<file path="src/design/cshs_pkg.sv">
// Shared types and constants for the closest segment hit scan block.
package cshs_pkg;

    localparam int CoordBits = 16;
    localparam int IndexBits = 10;
    localparam int MaxWalls  = 1024;
    localparam int DiffBits  = CoordBits + 1;
    localparam int ProdBits  = 2 * DiffBits;
    localparam int DetBits   = ProdBits + 1;
    localparam int DistBits  = 2 * CoordBits + 2;
    localparam int QBits     = CoordBits + 2;
    localparam int QueueDepth = 4;
    localparam int QPtrBits  = 2;

    localparam logic [2:0] RegLookStartX = 3'd0;
    localparam logic [2:0] RegLookStartY = 3'd1;
    localparam logic [2:0] RegLookEndX   = 3'd2;
    localparam logic [2:0] RegLookEndY   = 3'd3;
    localparam logic [2:0] RegRefX       = 3'd4;
    localparam logic [2:0] RegRefY       = 3'd5;

    typedef logic signed [CoordBits-1:0] coord_t;

    typedef struct packed {
        coord_t wall_start_x;
        coord_t wall_start_y;
        coord_t wall_end_x;
        coord_t wall_end_y;
        logic   last_wall;
    } wall_t;

    typedef struct packed {
        logic   found;
        logic [IndexBits-1:0] hit_index;
        coord_t hit_x;
        coord_t hit_y;
    } result_t;

    typedef struct packed {
        coord_t look_start_x;
        coord_t look_start_y;
        coord_t look_end_x;
        coord_t look_end_y;
        coord_t ref_x;
        coord_t ref_y;
    } cfg_t;

    // Classified work passed from front to back.
    typedef struct packed {
        logic                 hit;
        logic                 last;
        logic [IndexBits-1:0] pos;
        logic [DetBits-1:0]   det;
        logic [DetBits-1:0]   tn;
        coord_t               ax;
        coord_t               ay;
        logic signed [DiffBits-1:0] dx;
        logic signed [DiffBits-1:0] dy;
        coord_t               rx;
        coord_t               ry;
    } job_t;

endpackage

</file>
<file path="src/design/cshs_queue.sv">
// Short FIFO between front and back ends.
module cshs_queue (
    input  logic           clk,
    input  logic           rst_n,
    input  cshs_pkg::job_t in_job,
    input  logic           in_valid,
    output logic           in_ready,
    output cshs_pkg::job_t out_job,
    output logic           out_valid,
    input  logic           out_ready
);
    localparam int PW = cshs_pkg::QPtrBits;

    cshs_pkg::job_t mem_reg [cshs_pkg::QueueDepth];
    logic [PW-1:0] wr_reg, rd_reg;
    logic [PW:0]   cnt_reg;
    logic push, pop;

    assign in_ready  = cnt_reg != (PW+1)'(cshs_pkg::QueueDepth);
    assign out_valid = cnt_reg != '0;
    assign out_job   = mem_reg[rd_reg];
    assign push = in_valid && in_ready;
    assign pop  = out_valid && out_ready;

    // pointers and fill count
    always_ff @(posedge clk or negedge rst_n)
    begin
        if (!rst_n)
        begin
            wr_reg  <= '0;
            rd_reg  <= '0;
            cnt_reg <= '0;
        end
        else
        begin
            if (push)
                wr_reg <= wr_reg + 1'b1;
            if (pop)
                rd_reg <= rd_reg + 1'b1;
            cnt_reg <= cnt_reg + (PW+1)'(push) - (PW+1)'(pop);
        end
    end

    always_ff @(posedge clk)
    begin
        if (push)
            mem_reg[wr_reg] <= in_job;
    end
endmodule

</file>
<file path="config.mk">
export PLATFORM = sky130hd
export DESIGN_NAME = cshs_queue
export DESIGN_NICKNAME = d
export VERILOG_FILES = /design/src/design/cshs_pkg.sv /design/src/design/cshs_queue.sv
export SDC_FILE = /design/constraint.sdc
export NUM_CORES = 1
export LEC_CHECK = 0
export ABC_CLOCK_PERIOD_IN_PS = 5900
export BUFFER_PORTS_ARGS = -buffer_cell sky130_fd_sc_hd__buf_4
export CAP_MARGIN = 20
export CELL_PAD_IN_SITES_DETAIL_PLACEMENT = 1
export CELL_PAD_IN_SITES_GLOBAL_PLACEMENT = 1
export CORE_ASPECT_RATIO = 0.7
export CORE_MARGIN = 3
export CORE_UTILIZATION = 35
export DETAILED_ROUTE_END_ITERATION = 10
export GPL_TIMING_DRIVEN = 0
export PLACE_DENSITY_LB_ADDON = 0.1
export SLEW_MARGIN = 40
export SYNTH_ARGS = -nofsm -noshare
export SYNTH_HDL_FRONTEND = slang
export SYNTH_SLANG_ARGS = --single-unit
</file>
<file path="constraint.sdc">
create_clock -name clk -period 5.9 [get_ports clk]
set_input_delay 0.295 -clock clk [delete_from_list [all_inputs] [get_ports clk]]
set_output_delay 0.295 -clock clk [all_outputs]
set_load 0.01 [all_outputs]
</file>
# Word level (Yosys, flattened, before mapping)
# Memories as Yosys holds them, arrays and structs flattened.
# Cells that the tools add are included.
# W data, S select, Z words.
[word_totals] register_bits=7 ramBits=720 mem_count=1
[classes] addsub=4 eq_ne=1 mux=2 reduce_logical=3
[memory_table] memory="mem_reg" depth=4 width=180 rd=1 rd_clocked_by_memory_dff=0 wr=1 line="cshs_queue.sv:14" source="cshs_pkg::job_t mem_reg [cshs_pkg::QueueDepth];"
[ops] op="$add A2 B1 Y2 const B" n=2
[ops] op="$add A3 B1 Y3" n=1
[ops] op="$ne A3 B3 Y1 const B" n=1
[ops] op="$reduce_bool A3 Y1" n=1
[ops] op="$sub A3 B1 Y3" n=1
[ops] op="$logic_and A1 B1 Y1" n=2
[ops] op="$mux W1" n=2

# Depth between registers and ports, before layout
# Gate-level depths: netlist of the first run.
[logic_depth] word_depth=4 ltp_mapped=9 mapped_depth_nobuf=9

# Worst setup path after synthesis of the first run
# No wires, ideal clock.
[synth_path] path_type="flip-flop to flip-flop" from="register cnt_reg[2]" to="memory mem_reg[1][0] in the netlist's numbering (enable)" arrival_ns=4.850 required_time_ns=5.336 slack_ns=0.486 stages_incl_launch_ff=3 path_buffers=0 path_cell_list="dfrtp_1 -> nor3b_1 -> and3b_1"
[synth_via] elab_chain_cells=4
[synth_rtl] item="from (decl)" line="cshs_queue.sv:16" source="logic [PW:0] cnt_reg;"
[synth_rtl] item="from (signal assigned)" line="cshs_queue.sv:40" source="cnt_reg <= cnt_reg + (PW+1)'(push) - (PW+1)'(pop);"
[synth_rtl] item="$ne A3 B3 Y1" line="cshs_queue.sv:19" source="assign in_ready = cnt_reg != (PW+1)'(cshs_pkg::QueueDepth);"
[synth_rtl] item="$logic_and A1 B1 Y1" line="cshs_queue.sv:22" source="assign push = in_valid && in_ready;"
[synth_rtl] item="$mux W1" line="cshs_queue.sv:46" source="if (push)"
[synth_rtl] item="$mux W1 (not written as such)" line="cshs_queue.sv:47" source="mem_reg[wr_reg] <= in_job;"
[synth_rtl] item="to (decl)" line="cshs_queue.sv:14"
# No other way between the ends.

==> results.cfg, run 1 <==
[worst_setup_path]
path_class = reg2out
cp_cell_sequence = buf_2 -> buf_2 -> buf_2 -> mux4_2 -> buf_4
crit_arrival_ns = 2.68
cp_num_buf_inv = 4
cpLargestDelayFamily = buffers and inverters
worstPathMaxFanout = 11
crit_required_ns = 5.61
cpMaxStageDelayCell = buf_2
start_kind = flop
endpoint_kind = output port
crit_top_cell = buf_2
reg2reg_slack_ns = 3.45
slowest_delay_ns = 0.52

[yosys]
mappedNetlistArea_um2 = 26460
synth_top_family_by_area = multiplexers
synthesis.nets = 1172
yosys-mux-area-fraction_pct = 15.32
synth-compound-area-share_pct = 0.1229
synthCells = 981
synth_fa_ha_area_share_pct = 0.3593
yosys.area_share.simple_pct = 0.3924
synth-xor-area-share_pct = 0.1324
avgSynthCellArea_um2 = 26.98
synth-seq-cells = 727
synth-seq-area-share_pct = 82.36
yosysWarnings = 0
ys_types = 21

[global_route]
grt_max_degree = 30
grt_pass1_wl_um = 92580
antenna_found_initial = 6
track_usage_pct = 15.73
grt_pass1_vias = 14290
grt_remaining_overflow = 0

[clocking]
cts_buffers = 73
clock_sinks = 727
holdBufCountCts = 183
root_buffer = clkbuf_16
cts_resized = 0
post_cts_buffers = 0
clock_path_buffers = 3
htreeDepth = 3
clk_pin_slew_ns = 0.06
cts_tree = built
clock_latency_ns = 0.61

[outcome]
status = finished, final reports clean

[floorplan]
die_y_um = 236.1
num_io_pins = 366
design.core.area_um2 = 74040
start_util_pct = 35.74
rows = 83
die_w_um = 334.7
dieArea_um2 = 79000

[final_layout]
fin_util_pct = 47.49
largest_register_ffs = 720
final_common_cell = edfxtp_1
nets = 1825
syn_to_final_growth_pct = 32.87
drive_above_1_share_pct = 42.50
fillerInstances = 6703
fin_cells = 2661
final_cell_mix = 720 x edfxtp_1, 365 x buf_4, 183 x dlygate4sd3_1, 180 x mux4_2, 76 x clkbuf_16

[pwr]
power_density_nw_per_um2 = 491.3
p_leak_nw = 12.04
peakVddDrop_uv = 264.6

[timing]
grt_setup_unrepaired = no
setup_viol = 0
finalMaxSlewViolations = 0
worst_slew_margin_rel_pct = 48.67
min_period_ns = 2.976
skew_ns = 0.02285
fmax_mhz = 336.0
min_period_over_period_pct = 50.44
hold_violations = 0
hold_ws_ns = 0.08211
worstMarginPinSlew_ns = 0.7699

[placement]
placed_cells = 2353
port_buffers = 365
hpwlAfterDp_um = 41170
place.gp.congestion = 0.6795

[route]
vias_per_cell = 4.773
dr.pass1.iters = 5
vias = 12700
drtAntennaViolNets = 0
wl_per_cell_um = 23.29
drc_errors = 0
wl_um = 61980
drtIter0Drc = 863

[job]
cap_violations = 0

[worst_hold_path]
hp-class = in2async
[metal layers]
| layer | up-vias | part of all wire (%) | GRT usage [%] | routed length, um |
|---|---|---|---|---|
| met3 | 93 | 5.8 | 4.402 | 3571 |
| met4 | 10 | 2.0 | 4.168 | 1266 |
| li1 | 5577 | - | - | - |
| met2 | 280 | 50 | 25.91 | 30730 |
| met5 | - | 0.11 | 0 | 68 |
| met1 | 6742 | 43 | 20.65 | 26340 |
[power breakdown]
| group | leakage (nW) | internal, mW | switching [mW] |
|---|---|---|---|
| Clock | 1.11 | 2.60 | 1.87 |
| Sequential | 6.68 | 6.78 | 0.210 |
| Combinational | 4.25 | 2.88 | 2.93 |
| Total | 12.0 | 12.3 | 5.01 |
[stage by stage]
stage | power [mW] | cell area (um2) | setup TNS [ns] | setup slack, ns
after floorplan | 10.21 | 26460 | 0 | 0.4860
after global placement | 12.95 | 30430 | -653.51 | -3.665
after detailed placement | 13.03 | 31050 | 0 | 3.221
after CTS | 17.69 | 35150 | 0 | 2.772
after global routing | 18.17 | 35150 | 0 | 2.729
final | 17.28 | 35160 | 0 | 2.924
[final cells by class]
class | instances | area, um2 | share of cell area, %
Inverter | 6 | 22.52 | 0.06405
Clock buffer | 87 | 1943 | 5.526
Sequential cell | 727 | 21800 | 61.99
Multi-Input combinational cell | 208 | 4337 | 12.33
Buffer | 40 | 324.1 | 0.9216
Timing Repair Buffer | 578 | 5187 | 14.75
Tap cell | 977 | 1222 | 3.477
Clock inverter | 34 | 319.1 | 0.9074
Antenna cell | 4 | 10.01 | 0.02847
[synth_stat cells]
cell type / number / share of area [%]
or3_1: 1 / 0.024
mux4_2: 180 / 15
o311ai_0: 1 / 0.033
xor2_1: 1 / 0.033
buf_6: 20 / 0.85
buf_2: 19 / 0.36
edfxtp_1: 720 / 82
xnor2_1: 3 / 0.099
nor3b_1: 1 / 0.028
nand2b_1: 4 / 0.095
o211ai_1: 2 / 0.057
o31a_1: 1 / 0.033
nand2_1: 1 / 0.014
or4bb_1: 2 / 0.085
clkbuf_1: 1 / 0.014
fa_1: 1 / 0.076
inv_1: 6 / 0.085
and3b_2: 3 / 0.11
and3b_1: 1 / 0.033
dfrtp_1: 7 / 0.66
ha_1: 6 / 0.28
[logic make-up (layout without fill, tap and decap cells)]
family / Yosys count / in the layout
AO/OA/AOI/OAI: 4 / 4
XOR/XNOR: 4 / 4
adder cells (fa/ha/maj): 7 / 7
buffers and inverters: 46 / 745
flip-flops: 727 / 727
multiplexers: 180 / 180
other: 0 / 4
AND/OR/NAND/NOR: 13 / 13
[path summary, 6_finish.rpt]
| check | startpoint | endpoint | depth (start not counted) |
|---|---|---|---|
| setup / recovery | rd_reg[1]$_DFFE_PN0P_ | out_job[129] | 5 |
| hold / removal | rst_n | rd_reg[1]$_DFFE_PN0P_ | 2 |
| setup reg to reg | cnt_reg[2]$_DFF_PN0_ | mem_reg[1][56]$_DFFE_PP_ | 6 |
| hold reg to reg | wr_reg[1]$_DFFE_PN0P_ | wr_reg[1]$_DFFE_PN0P_ | 2 |
| max in group asynchronous | rst_n | wr_reg[1]$_DFFE_PN0P_ | 2 |
| min in group clk | in_job[167] | mem_reg[2][167]$_DFFE_PP_ | 2 |
Power figures use the tool's default switching activity.
==> inputs of run 2 (changes only) <==
- ABC_AREA: unset -> 1
- ABC_CLOCK_PERIOD_IN_PS: 5900 -> 2800
- clock period: 5.9 -> 2.8 ns (I/O delays scaled with it)
==> run 2 against run 1 <==
- via count rose by 53%
- die area rose by 7.6%
- wire length rose by 40%
- combinational power rose to 2.9 times the previous value
- synthesized cell count rose by 140%
- first-iteration DRC count rose by 29%
- non-clock buffer count rose by 107
- sequential share of layout area fell by 4.7 points
- core utilization rose by 0.26 points
- highest routed layer unchanged
==> results.cfg, run 2 <==
[pwr]
internal_power_mw = 25.92
power_mw = 41.03
power_switching_mw = 15.11
clkPwrFrac_pct = 23.5
peakVddDrop_uv = 486.9
p_comb_share_pct = 40.7
power_density_nw_per_um2 = 1078
swShare_pct = 36.82
pwr-share-seq_pct = 35.8
p_leak_nw = 15.15

[route]
vias = 19460
drtAntennaViolNets = 0
wl_met3_um = 3833
dr.pass1.iters = 5
drtIter0Drc = 1111
drc_errors = 0
vias_per_cell = 4.701
wl_um = 86670
wl_per_cell_um = 20.94
wl_met2_um = 41700
highest_layer = met5
met1Wirelength_um = 39230

[clocking]
htreeDepth = 3
clk_pin_slew_ns = 0.06
root_buffer = clkbuf_16
clock_latency_ns = 0.61
cts_buffers = 76
clock_path_buffers = 3
cts_tree = built
clock_sinks = 727

[worst_setup_path]
crit_arrival_ns = 2.48
worstPathMaxFanout = 11
path_class = reg2out
start_kind = flop
endpoint_kind = output port
crit_required_ns = 2.66

[placement]
hpwlAfterDp_um = 58660
place.gp.congestion = 0.7266
pre_cts_ws_ns = 0.04207
dpl_cell_area_um2 = 33790
port_buffers = 365

[timing]
grt_setup_unrepaired = no
setup_ws_ns = 0.1796
hold_violations = 0
skew_ns = 0.01431
min_period_over_period_pct = 93.59
finalMaxSlewViolations = 0
worst_slew_margin_rel_pct = 59.56
fmax_mhz = 381.6
min_period_ns = 2.620
setup_viol = 0
worstMarginPinSlew_ns = 0.6065

[floorplan]
num_io_pins = 366
dieArea_um2 = 85030
rows = 86
design.core.area_um2 = 79730
die_y_um = 244.9
die_w_um = 347.2
start_util_pct = 35.78

[job]
cap_violations = 0

[final_layout]
fillerInstances = 8381
largest_register_ffs = 720
final_common_cell = edfxtp_1
final_cell_mix = 720 x edfxtp_1, 557 x nand2_1, 381 x buf_4, 360 x nor2_1, 306 x o21ai_0
syn_to_final_growth_pct = 33.44
fin_util_pct = 47.75
nets = 3213
drive_above_1_share_pct = 20.45
final_area_um2 = 38070

[yosys]
synth_area_leaders = edfxtp_1 76%, nand2_1 7.4%, o21ai_0 5.4%
synthCells = 2337
async_flop_share_pct = 0.9629
synth_top_area_share_pct = 75.78
synth-main-ff-cell = edfxtp_1
synth_edf_count = 720
yosysMostFrequentCell = edfxtp_1
synth_area_leader_cell = edfxtp_1
synthesis.nets = 2528
synth-seq-area-share_pct = 76.40
yosysWarnings = 0
synth-seq-cells = 727
avgSynthCellArea_um2 = 12.21
mappedNetlistArea_um2 = 28530
ys_types = 16
synth_commonest_cells = 720 x edfxtp_1, 559 x nand2_1, 365 x nor2_1

[worst_hold_path]
hp-class = in2reg

[global_route]
grt_max_degree = 17
grt_pass1_vias = 20720
track_usage_pct = 20.27
grt_remaining_overflow = 0
grt_pass1_wl_um = 129700
antenna_found_initial = 8

[outcome]
status = finished, final reports clean
## run 2: cells by family (layout without fill, tap and decap cells)
family	after synthesis	in the layout	synth area share (%)
adder cells (fa/ha/maj)	7	7	0.3333
AO/OA/AOI/OAI	360	360	6.315
other	0	7	0
flip-flops	727	727	76.40
buffers and inverters	314	1053	4.710
AND/OR/NAND/NOR	929	929	12.24
## run 2: what timing repair did
item	CTS	global route
buffers inserted	0	2
gates resized for setup	34	23
endpoints found under the setup margin	180	110
hold buffers	184	0
pin swaps	0	2
endpoints found under the hold margin	731	0
## run 2: area by class of cell
| cell class | count | area (um2) | share of cell area [%] |
|---|---|---|---|
| clock inverters | 36 | 291.5 | 0.7658 |
| inverters | 196 | 735.7 | 1.933 |
| repair buffers | 607 | 5751 | 15.11 |
| flip-flops and latches | 727 | 21800 | 57.25 |
| well taps | 1056 | 1321 | 3.471 |
| multi-input cells | 1296 | 5433 | 14.27 |
| diodes | 7 | 17.52 | 0.04601 |
| clock buffers | 96 | 2041 | 5.361 |
| plain buffers | 118 | 683.2 | 1.795 |
## run 2: worst paths after layout
| check | start | end | slack (ns) | cells after the start |
|---|---|---|---|---|
| min in group asynchronous | rst_n | wr_reg[1]$_DFFE_PN0P_ | 0.54 | 3 |
| hold reg to reg | rd_reg[1]$_DFFE_PN0P_ | rd_reg[1]$_DFFE_PN0P_ | 0.53 | 2 |
| setup reg to reg | cnt_reg[1]$_DFF_PN0_ | mem_reg[2][131]$_DFFE_PP_ | 0.29 | 9 |
| max in group asynchronous | rst_n | wr_reg[0]$_DFFE_PN0P_ | 1.99 | 3 |
| setup / recovery | rd_reg[1]$_DFFE_PN0P_ | out_job[123] | 0.18 | 6 |
| hold / removal | in_job[161] | mem_reg[1][161]$_DFFE_PP_ | 0.26 | 2 |
## run 2: per-stage QoR
step	hold slack, ns	TNS [ns]	std cells
finish	0.2626	0	4139
global route	0.2294	0	4134
CTS	0.2065	0	4130
detailed placement	-0.03674	0	3814
global placement	-0.03857	-2649.29	3758
floorplan	-0.1556	-726.54	2337
## run 2: power by group through the flow
stage               logic, mW  clock network (mW)  registers (mW)
finish                   16.7                9.63            14.7
global route             18.5                10.4            14.9
CTS                      17.1                9.94            14.7
detailed placement       16.7                   0            14.9
global placement         15.4                   0            15.3
floorplan                7.70                   0            15.0
## run 2: worst max-delay path: stages (launching register included)
cell and delay [ns]:
dfrtp_1 0.40, inv_2 0.33, clkbuf_4 0.41, buf_2 0.37, nand2_1 0.09, nand2_1 0.10, buf_4 0.13
## run 2: metal layers
| layer | track usage, % | up-vias |
|---|---|---|
| li1 | - | 9282 |
| met1 | 27.24 | 9706 |
| met2 | 33.93 | 342 |
| met3 | 3.990 | 118 |
| met4 | 5.040 | 8 |
| met5 | 0 | - |
