**src/design/cshs_pkg.sv**
```systemverilog
// Shared types and constants for the closest segment hit scan block.
package cshs_pkg;

    localparam int CoordBits = 16;
    localparam int IndexBits = 10;
    localparam int MaxWalls  = 1024;
    localparam int DiffBits  = CoordBits + 1;
    localparam int ProdBits  = 2 * DiffBits;
    localparam int DetBits   = ProdBits + 1;
    localparam int DistBits  = 2 * CoordBits + 2;
    localparam int QBits     = CoordBits + 2;
    localparam int QueueDepth = 4;
    localparam int QPtrBits  = 2;

    localparam logic [2:0] RegLookStartX = 3'd0;
    localparam logic [2:0] RegLookStartY = 3'd1;
    localparam logic [2:0] RegLookEndX   = 3'd2;
    localparam logic [2:0] RegLookEndY   = 3'd3;
    localparam logic [2:0] RegRefX       = 3'd4;
    localparam logic [2:0] RegRefY       = 3'd5;

    typedef logic signed [CoordBits-1:0] coord_t;

    typedef struct packed {
        coord_t wall_start_x;
        coord_t wall_start_y;
        coord_t wall_end_x;
        coord_t wall_end_y;
        logic   last_wall;
    } wall_t;

    typedef struct packed {
        logic   found;
        logic [IndexBits-1:0] hit_index;
        coord_t hit_x;
        coord_t hit_y;
    } result_t;

    typedef struct packed {
        coord_t look_start_x;
        coord_t look_start_y;
        coord_t look_end_x;
        coord_t look_end_y;
        coord_t ref_x;
        coord_t ref_y;
    } cfg_t;

    // Classified work passed from front to back.
    typedef struct packed {
        logic                 hit;
        logic                 last;
        logic [IndexBits-1:0] pos;
        logic [DetBits-1:0]   det;
        logic [DetBits-1:0]   tn;
        coord_t               ax;
        coord_t               ay;
        logic signed [DiffBits-1:0] dx;
        logic signed [DiffBits-1:0] dy;
        coord_t               rx;
        coord_t               ry;
    } job_t;

endpackage

```
**src/design/cshs_back.sv**
```systemverilog
// Back end: serial hit point division, distance and nearest-hit tracking.
module cshs_back (
    input  logic                     clk,
    input  logic                     rst_n,
    input  cshs_pkg::job_t           job,
    input  logic                     job_valid,
    output logic                     job_ready,
    output cshs_pkg::result_t        result,
    output logic                     result_valid,
    input  logic                     result_ready
);
    localparam int TB = cshs_pkg::DetBits;
    localparam int QB = cshs_pkg::QBits;
    localparam int CB = cshs_pkg::CoordBits;
    localparam int XB = CB + 2;
    localparam int SB = 2 * XB;
    localparam int KB = $clog2(QB + 1);

    typedef enum logic [2:0] {S_IDLE, S_DIVX, S_DIVY, S_DIST, S_CMP, S_OUT} state_t;

    state_t state_reg;
    cshs_pkg::job_t job_reg;
    logic [KB-1:0]  bit_reg;
    logic [TB:0]    r_reg;
    logic [QB-1:0]  q_reg;
    logic [QB-1:0]  mag_reg;
    cshs_pkg::coord_t hx_reg, hy_reg;
    logic [SB-1:0]  sqx_reg, sqy_reg;
    logic [cshs_pkg::DistBits-1:0] best_dist_reg;
    logic [cshs_pkg::IndexBits-1:0] best_index_reg;
    cshs_pkg::coord_t best_x_reg, best_y_reg;
    logic any_reg;
    cshs_pkg::result_t result_reg;
    logic result_valid_reg;
    logic out_fire;

    assign job_ready    = (state_reg == S_IDLE);
    assign result       = result_reg;
    assign result_valid = result_valid_reg;

    // a new result loads only when no result is waiting or the waiting one is taken
    assign out_fire = (state_reg == S_OUT) && (!result_valid_reg || result_ready);

    // one restoring step of delta * tn / det
    logic [TB:0] r_a, r_b, r_s;
    logic [QB-1:0] q_a, q_b;
    always_comb
    begin
        r_a = {r_reg[TB-1:0], 1'b0};
        q_a = {q_reg[QB-2:0], 1'b0};
        if (r_a >= {1'b0, job_reg.det})
        begin
            r_a = r_a - {1'b0, job_reg.det};
            q_a = q_a + 1'b1;
        end
        r_b = r_a;
        q_b = q_a;
        if (mag_reg[QB-1])
        begin
            r_b = r_a + {1'b0, job_reg.tn};
            if (r_b >= {1'b0, job_reg.det})
            begin
                r_b = r_b - {1'b0, job_reg.det};
                q_b = q_b + 1'b1;
            end
        end
        r_s = r_b;
    end

    // truncated-toward-zero result of the finished division
    logic signed [XB-1:0] base_c, hit_c, delta_c, a_c;
    logic neg_c;
    always_comb
    begin
        if (state_reg == S_DIVX)
        begin
            a_c     = XB'(job_reg.ax);
            delta_c = XB'(job_reg.dx);
        end
        else
        begin
            a_c     = XB'(job_reg.ay);
            delta_c = XB'(job_reg.dy);
        end
        neg_c = delta_c < 0;
        if (!neg_c)
        begin
            base_c = a_c + $signed({1'b0, q_b[QB-2:0]});
            hit_c  = (r_s != '0 && base_c < 0) ? base_c + 2'sd1 : base_c;
        end
        else
        begin
            base_c = a_c - $signed({1'b0, q_b[QB-2:0]});
            hit_c  = (r_s != '0 && base_c > 0) ? base_c - 2'sd1 : base_c;
        end
    end

    logic [QB-1:0] dy_mag;
    assign dy_mag = job_reg.dy < 0 ? QB'(-job_reg.dy) : QB'(job_reg.dy);

    logic signed [XB-1:0] ex_c, ey_c;
    assign ex_c = XB'(hx_reg) - XB'(job_reg.rx);
    assign ey_c = XB'(hy_reg) - XB'(job_reg.ry);

    logic [cshs_pkg::DistBits-1:0] dist_c;
    assign dist_c = cshs_pkg::DistBits'(sqx_reg + sqy_reg);

    logic [QB-1:0] dx_mag_in;
    assign dx_mag_in = job.dx < 0 ? QB'(-job.dx) : QB'(job.dx);

    // sequencer with scan state and result register
    always_ff @(posedge clk or negedge rst_n)
    begin
        if (!rst_n)
        begin
            state_reg        <= S_IDLE;
            result_valid_reg <= 1'b0;
            any_reg          <= 1'b0;
            best_dist_reg    <= '1;
            best_index_reg   <= '0;
            best_x_reg       <= '0;
            best_y_reg       <= '0;
            bit_reg          <= '0;
            r_reg            <= '0;
            q_reg            <= '0;
            mag_reg          <= '0;
            job_reg          <= '0;
            result_reg       <= '0;
            hx_reg           <= '0;
            hy_reg           <= '0;
            sqx_reg          <= '0;
            sqy_reg          <= '0;
        end
        else
        begin
            if (out_fire)
                result_valid_reg <= 1'b1;
            else if (result_valid_reg && result_ready)
                result_valid_reg <= 1'b0;
            case (state_reg)
                S_IDLE:
                begin
                    if (job_valid && job_ready)
                    begin
                        job_reg <= job;
                        r_reg   <= '0;
                        q_reg   <= '0;
                        bit_reg <= '0;
                        mag_reg <= dx_mag_in;
                        if (job.hit)
                            state_reg <= S_DIVX;
                        else if (job.last)
                            state_reg <= S_OUT;
                    end
                end
                S_DIVX, S_DIVY:
                begin
                    if (bit_reg == KB'(QB - 1))
                    begin
                        r_reg   <= '0;
                        q_reg   <= '0;
                        bit_reg <= '0;
                        if (state_reg == S_DIVX)
                        begin
                            hx_reg    <= CB'(hit_c);
                            mag_reg   <= dy_mag;
                            state_reg <= S_DIVY;
                        end
                        else
                        begin
                            hy_reg    <= CB'(hit_c);
                            state_reg <= S_DIST;
                        end
                    end
                    else
                    begin
                        r_reg   <= r_s;
                        q_reg   <= q_b;
                        mag_reg <= {mag_reg[QB-2:0], 1'b0};
                        bit_reg <= bit_reg + 1'b1;
                    end
                end
                S_DIST:
                begin
                    sqx_reg   <= SB'(ex_c * ex_c);
                    sqy_reg   <= SB'(ey_c * ey_c);
                    state_reg <= S_CMP;
                end
                S_CMP:
                begin
                    if (!any_reg || dist_c < best_dist_reg)
                    begin
                        best_dist_reg  <= dist_c;
                        best_index_reg <= job_reg.pos;
                        best_x_reg     <= hx_reg;
                        best_y_reg     <= hy_reg;
                        any_reg        <= 1'b1;
                    end
                    state_reg <= job_reg.last ? S_OUT : S_IDLE;
                end
                S_OUT:
                begin
                    if (out_fire)
                    begin
                        result_reg.found     <= any_reg;
                        result_reg.hit_index <= any_reg ? best_index_reg : '0;
                        result_reg.hit_x     <= any_reg ? best_x_reg : '0;
                        result_reg.hit_y     <= any_reg ? best_y_reg : '0;
                        any_reg        <= 1'b0;
                        best_dist_reg  <= '1;
                        best_index_reg <= '0;
                        best_x_reg     <= '0;
                        best_y_reg     <= '0;
                        state_reg      <= S_IDLE;
                    end
                end
                default:
                    state_reg <= S_IDLE;
            endcase
        end
    end
endmodule

```
**config.mk**
```make
export PLATFORM = sky130hd
export DESIGN_NAME = cshs_back
export DESIGN_NICKNAME = d
export VERILOG_FILES = /design/src/design/cshs_pkg.sv /design/src/design/cshs_back.sv
export SDC_FILE = /design/constraint.sdc
export NUM_CORES = 2
export LEC_CHECK = 0
export CAP_MARGIN = 10
export CORE_MARGIN = 2
export CORE_UTILIZATION = 50
export CTS_BUF_LIST = sky130_fd_sc_hd__clkbuf_4 sky130_fd_sc_hd__clkbuf_8
export DETAILED_ROUTE_END_ITERATION = 10
export DONT_BUFFER_PORTS = 1
export GPL_TIMING_DRIVEN = 0
export PLACE_DENSITY = 0.69
export SLEW_MARGIN = 20
export SYNTH_ARGS = -nofsm -noshare
export SYNTH_HDL_FRONTEND = slang
export SYNTH_SLANG_ARGS = --single-unit
export TNS_END_PERCENT = 10
```
**constraint.sdc**
```tcl
create_clock -name clk -period 36.2 [get_ports clk]
set_input_delay 1.81 -clock clk [delete_from_list [all_inputs] [get_ports clk]]
set_output_delay 1.81 -clock clk [all_outputs]
set_load 0.01 [all_outputs]
```
# After elaboration in Yosys (flattened, before gate mapping)
# Index checks and enable logic that the tools add are counted.
dict set report op_classes {
  add_sub_neg 15
  mul 2
  magnitude_cmp 8
  eq_ne 12
  mux 53
  bitwise_logic 1
  n_reduce_logical 23
}
# op count
set ops {}
lappend ops {{$mux W16} 10}
lappend ops {{$mux W18} 7}
lappend ops {{$mux W36} 3}
lappend ops {{$pmux W16 S2} 3}
lappend ops {{$ge A36 B35 Y1} 2}
lappend ops {{$sub A36 B35 Y36} 2}
lappend ops {{$mux W35} 2}
lappend ops {{$pmux W35 S2} 1}
lappend ops {{$mul A17 B17 Y34} 2}
lappend ops {{$mux W34} 2}
lappend ops {{$pmux W34 S2} 1}
lappend ops {{$mux W17} 3}
lappend ops {{$add A36 B35 Y36} 1}
lappend ops {{$lt A18 B1 Y1 const B} 2}
lappend ops {{$neg A17 Y18} 2}
lappend ops {{$pmux W18 S2} 1}
lappend ops {{$reduce_bool A36 Y1} 1}
lappend ops {{$add A17 B1 Y17 const B} 2}
lappend ops {{$add A34 B34 Y34} 1}
lappend ops {{$lt A17 B1 Y1 const B} 2}
lappend ops {{$lt A34 B34 Y1} 1}
lappend ops {{$sub A16 B16 Y17} 2}
lappend ops {{$mux W10} 3}
lappend ops {{$pmux W10 S2} 1}
lappend ops {{other kinds (29)} 57}
dict set report totals {
  register_bits 477
  out_inout_bits 45
  elab_cells 143
}

# Longest topological paths before layout
dict set report depth {
  depth_word 11
  ltp_mapped 58
  depth_no_buf 53
}

# Worst setup path after synthesis
# Ideal clock, no wire load.
dict set report synth_timing {
  path_kind {reg-to-reg}
  start {register job_reg[133] in the netlist's numbering}
  end {register hy_reg[14]}
  arrival_ps 11250
  required_time_ps 36077
  setup_slack_ps 24827
  stages_incl_launch_ff 56
  n_path_buf 6
  synth_period_minus_slack_ps 11373
  cell_sequence {dfrtp_1 inv_1 fa_1 a21o_1 a221oi_1 a221oi_1 o21a_1 o211ai_2 nand2_1 clkbuf_1 clkbuf_1 clkbuf_1 o21ai_0 inv_1 ha_1 a21o_1 or4_1 o22ai_1 [20 not listed] xnor2_1 inv_1 ha_1 clkbuf_1 a21o_1 a21oi_1 o21a_1 o21bai_1 a21oi_1 o41a_1 a221o_1 or4_1 a41oi_1 and3_1 clkbuf_1 nand4_1 xor2_1 o221a_1}
}
dict set report synth_between {
  elab_chain_cells 11
}
# element line_no
set synth_lines {}
lappend synth_lines {{start: declaration} cshs_back.sv:22} ;# cshs_pkg::job_t job_reg;
lappend synth_lines {{start signal: assignment} cshs_back.sv:145} ;# job_reg <= job;
lappend synth_lines {{$sub A36 B35 Y36 / $ge A36 B35 Y1 (equally long branches)} {cshs_back.sv:53, cshs_back.sv:51}}
lappend synth_lines {{$mux W36} cshs_back.sv:51} ;# if (r_a >= {1'b0, job_reg.det})
lappend synth_lines {{$add A36 B35 Y36} cshs_back.sv:60} ;# r_b = r_a + {1'b0, job_reg.tn};
lappend synth_lines {{$ge A36 B35 Y1} cshs_back.sv:61} ;# if (r_b >= {1'b0, job_reg.det})
lappend synth_lines {{$mux W17} cshs_back.sv:61}
lappend synth_lines {{$mux W17} cshs_back.sv:58} ;# if (mag_reg[QB-1])
lappend synth_lines {{$add A18 B18 Y18 / $sub A18 B18 Y18 (equally long branches)} {cshs_back.sv:88, cshs_back.sv:93}}
lappend synth_lines {{$lt A18 B1 Y1 / $gt A18 B1 Y1 (equally long branches)} {cshs_back.sv:89, cshs_back.sv:94}}
lappend synth_lines {{$logic_and A1 B1 Y1 (on tied branches)} {cshs_back.sv:89, cshs_back.sv:94}}
lappend synth_lines {{$mux W16 (on tied branches)} {cshs_back.sv:89, cshs_back.sv:94}}
lappend synth_lines {{$mux W16 *} cshs_back.sv:86} ;# if (!neg_c)
lappend synth_lines {{end signal: assignment} cshs_back.sv:171} ;# hy_reg <= CB'(hit_c);
lappend synth_lines {{end: declaration} cshs_back.sv:27} ;# cshs_pkg::coord_t hx_reg, hy_reg;
# Mark *: on every way between the ends. The rest lies on a longest branch, timed or not.
# A chain may end at the register's enable or synchronous reset.

# Worst setup path in the final report
dict set report layout_timing {
  start {register job_reg[133] in the netlist's numbering}
  end {register hx_reg[5]}
}
dict set report layout_between {
  elab_chain_cells 11
}
# element line_no
set layout_lines {}
lappend layout_lines {{$sub A36 B35 Y36 / $ge A36 B35 Y1 (equally long branches)} {cshs_back.sv:53, cshs_back.sv:51}}
lappend layout_lines {{$mux W36} cshs_back.sv:51}
lappend layout_lines {{$add A36 B35 Y36} cshs_back.sv:60}
lappend layout_lines {{$ge A36 B35 Y1} cshs_back.sv:61}
lappend layout_lines {{$mux W17} cshs_back.sv:61}
lappend layout_lines {{$mux W17} cshs_back.sv:58}
lappend layout_lines {{$add A18 B18 Y18 / $sub A18 B18 Y18 (equally long branches)} {cshs_back.sv:88, cshs_back.sv:93}}
lappend layout_lines {{$lt A18 B1 Y1 / $gt A18 B1 Y1 (equally long branches)} {cshs_back.sv:89, cshs_back.sv:94}}
lappend layout_lines {{$logic_and A1 B1 Y1 (on tied branches)} {cshs_back.sv:89, cshs_back.sv:94}}
lappend layout_lines {{$mux W16 (on tied branches)} {cshs_back.sv:89, cshs_back.sv:94}}
lappend layout_lines {{$mux W16 *} cshs_back.sv:86}
lappend layout_lines {{end signal: assignment} cshs_back.sv:165} ;# hx_reg <= CB'(hit_c);
lappend layout_lines {{end: declaration} cshs_back.sv:27}
# Marks and branches as above.

==> summary.md <==
| Metric | Value |
|---|---|
| Worst Hold Class | reg -> reg |
| CP Capture Type | register |
| Share of flip-flops with an asynchronous set or reset | between 90% and 100% |
| Clk buf depth | 3 |
| Pre-CTS WS | 20.32 ns |
| Gpl congestion | between 0.9 and 1 |
| DR WL met2 | ~65000 um |
| Hold_ws | approximately 0.49 ns |
| Fin. Hold Viols | 0 |
| Die Footprint | approximately 0.1 sq mm |
| Routed wl met3 | approximately 13000 um |
| Top Metal Used | met5 |
| Largest register FFs | 163 |
| Avg WL per Cell | between 20 and 25 um |
| Minimum clock period after layout | approximately 17 ns |
| Height of the die | 320 um |
| Final worst setup slack | between 15 and 20 ns |
| First-pass GRT wire length | ~230000 um |
| I/O pin cnt | ~230 |
| Setup TNS | 0 ns |
| Synthesized area | between 0.04 and 0.05 sq mm |
| HPWL after DPL | 117000 um |
| Multiplexer share of the synthesized area | 3.33% |
| Adder-cell share of the synthesized area | 32.3% |
| Worst endpoint required time | ~37 ns |
| Die width | 320 um |
| Via-to-Cell Ratio | ~5.7 |
| GRT overflow | 0 |
| Final setup viols | 0 |
| Worst Hold End | mag_reg[10] |
| Layout cell share with drive strength beyond 1 | roughly 6.6% |
| Nets | approximately 6800 |
| Clk slew on worst S/H paths | 0.07 ns |
| CTS Buf Count | 84 |
| DR pass1 iterations | 6 |
| CTS Hold Bufs | 0 |
| Synthesized flop and latch total | roughly 460 |
| Setup CP Type | reg -> reg |
| Core Area | between 0.09 and 0.1 sq mm |
| Area contributors post-synth | fa_1 (22%), dfrtp_1 (21%), ha_1 (10%) |
| Sequential area share after synthesis | between 20% and 30% |
| Worst-Margin Slew | 1.47 ns |
| Max capacitance violation total | 0 |
| R2R Path Start | job_reg[133] |
| Syn_area_per_cell | between 8 and 9 sq um |
| GRT Overall Usage | ~29% |
| Final WL | ~140000 um |
| CP dominant cell by count | a21oi_1 |
| Final cycle utilization of the critical path | ~46% |
| Clock Tree Root | clkbuf_8 |
| H-tree levels | 3 |
| Crit Reg-Reg Endpoint | hx_reg[5] |
| Wl on met1 | approximately 60000 um |
| Worst path bufs/invs | 9 |
| Largest net degree at the start of global routing | 460 |
| Ys Warns | 0 |
| Initial core utilization | between 50% and 60% |
| Slew Limit Fails | 0 |
| Antenna violations before repair | 22 |
| Synth cell types | slightly above 90 |
| Initial DRC count | between 3000 and 4000 |
| Via Count | 40100 |
| Worst-skew pair later-pin latency | roughly 0.75 ns |
| Max Clock Freq | between 60 and 70 MHz |
| Critical Path Start Type | register |
| Drt drc | 0 |
| Clock skew | between 0.06 and 0.07 ns |
| Post-Synthesis Cells | roughly 5600 |
| Site Rows | around 120 |
| Synth-to-Final Area Change | 7.41% |
| CTS tree | yes |
| Post-Synth XOR/XNOR Area | 5.33% |
| Unrepaired setup endpoints after global routing | false |
| FF-to-FF path depth | between 50 and 60 |
| Post-Syn Nets | between 6000 and 7000 |
| Crit-path slowest cell | clkbuf_1 |
| CP max FO | 10 |
| CP top delay family | compound AO/OA/AOI/OAI gates |
| Main synth FF type | dfrtp_1 |
| WHS Path Cells | 2 |
| Crit path largest cell delay | between 0.8 and 0.9 ns |
| Worst R2R Setup Slack | approximately 20 ns |
| Number of synthesized flops with an enable pin | 0 |
| Status | finished clean |
| Vias in the first global route | ~40000 |
| Max-slew headroom | under 10% |
| # resized after CTS | 0 |
| PortBufs | 0 |
| Simple-gate share of the synthesized area | 13.7% |
| Largest area contributor in the netlist | fa_1 |
| Post-synth top area share | between 20 and 25% |
| CTS sink count | about 460 |
| Postcts setup bufs | 0 |
| Hold Path Origin | mag_reg[10] |
| Crit path arrival time | 17.10 ns |
| Largest family of logic cells by synthesized area | adder cells |
| Compound-Gate Fraction of Synth Area | a little over an eighth |
| Antenna-violating nets left | 0 |
## synth_stat cells (all sizes together), types with 11 or more instances
cell,count
nor3,56
mux2,129
a31oi,56
nor2,353
xnor2,220
and2,54
dfstp,34
o21a,27
a21o,91
and3,35
or3,24
mux2i,21
or2,19
dfrtp,425
ha,413
xor2,84
nand3,146
nand2b,38
a221oi,26
fa,547
o22ai,16
nand2,635
nor4,28
nor2b,40
buf,30
clkbuf,183
o211ai,28
nor4b,12
a21boi,15
inv,918
o31ai,30
a21oi,229
a211o,11
o21ai,381
nand4,43
a211oi,34
o21bai,31
## routing by layer
layer | vias up | GRT usage, %
met5 | - | 0
met2 | 1412 | 44.5
met1 | 19800 | 38.1
met3 | 315 | 6.95
met4 | 16 | 12.3
li1 | 18600 | -
## layout by cell type, fill, tap and decap left out, types with 55 or more instances in the layout
master / netlist / routed
inv_1: 916 / 916
nand2_1: 634 / 634
fa_1: 547 / 547
dfrtp_1: 425 / 425
ha_1: 413 / 413
o21ai_0: 379 / 379
nor2_1: 353 / 352
a21oi_1: 227 / 227
xnor2_1: 220 / 216
clkbuf_1: 183 / 182
nand3_1: 146 / 146
mux2_2: 129 / 129
clkbuf_8: 0 / 104
a21o_1: 91 / 91
xor2_1: 84 / 84
a31oi_1: 56 / 56
nor3_1: 56 / 55
## worst min-delay path, cell delays in order, from the launching register on
cell     delay (ns)
dfrtp_1        0.34
nand2_1        0.05
o21ai_0        0.06
## kinds of logic (layout without fill, tap and decap cells)
group           after synthesis  after routing
mux                         150            150
simple gates               1513           1513
compound gates             1080           1080
flops                       459            459
fa+ha+maj                   960            960
other cells                   0             16
xor+xnor                    304            304
buf+inv                    1139           1293
## per-stage QoR
| stage | cells | utilization, % | cell area [sq um] |
|---|---|---|---|
| global route | 7053 | 54.3 | 53600 |
| CTS | 7046 | 54.3 | 53600 |
| global placement | 6892 | 52.2 | 51500 |
| finish | 7062 | 54.3 | 53600 |
| detailed placement | 6893 | 52.2 | 51600 |
| floorplan | 5605 | - | 49900 |
## worst max-delay path by stage
stage / start / end / cells after the start
6_report: job_reg[133] / hx_reg[5] / 53
5_1_grt: job_reg[133] / hx_reg[5] / 57
4_1_cts: job_reg[133] / hx_reg[5] / 56
3_5_place_dp: job_reg[133] / hx_reg[5] / 56
3_3_place_gp: job_reg[133] / hx_reg[5] / 56
2_1_floorplan: job_reg[133] / hy_reg[14] / 55
## final cells by class
class	instances	area, sq um
Antenna cell	16	40.0
Sequential cell	459	11500
Fill cell	9038	45100
Clock buffer	113	1500
Timing Repair Buffer	1	7.51
Inverter	926	3480
Multi-Input combinational cell	4007	34100
Buffer	213	831
Clock inverter	40	487
Tap cell	1287	1610
Power is left out: the tool's default activity adds up to more than one toggle a clock period on the data nets, which glitch-free logic cannot reach.
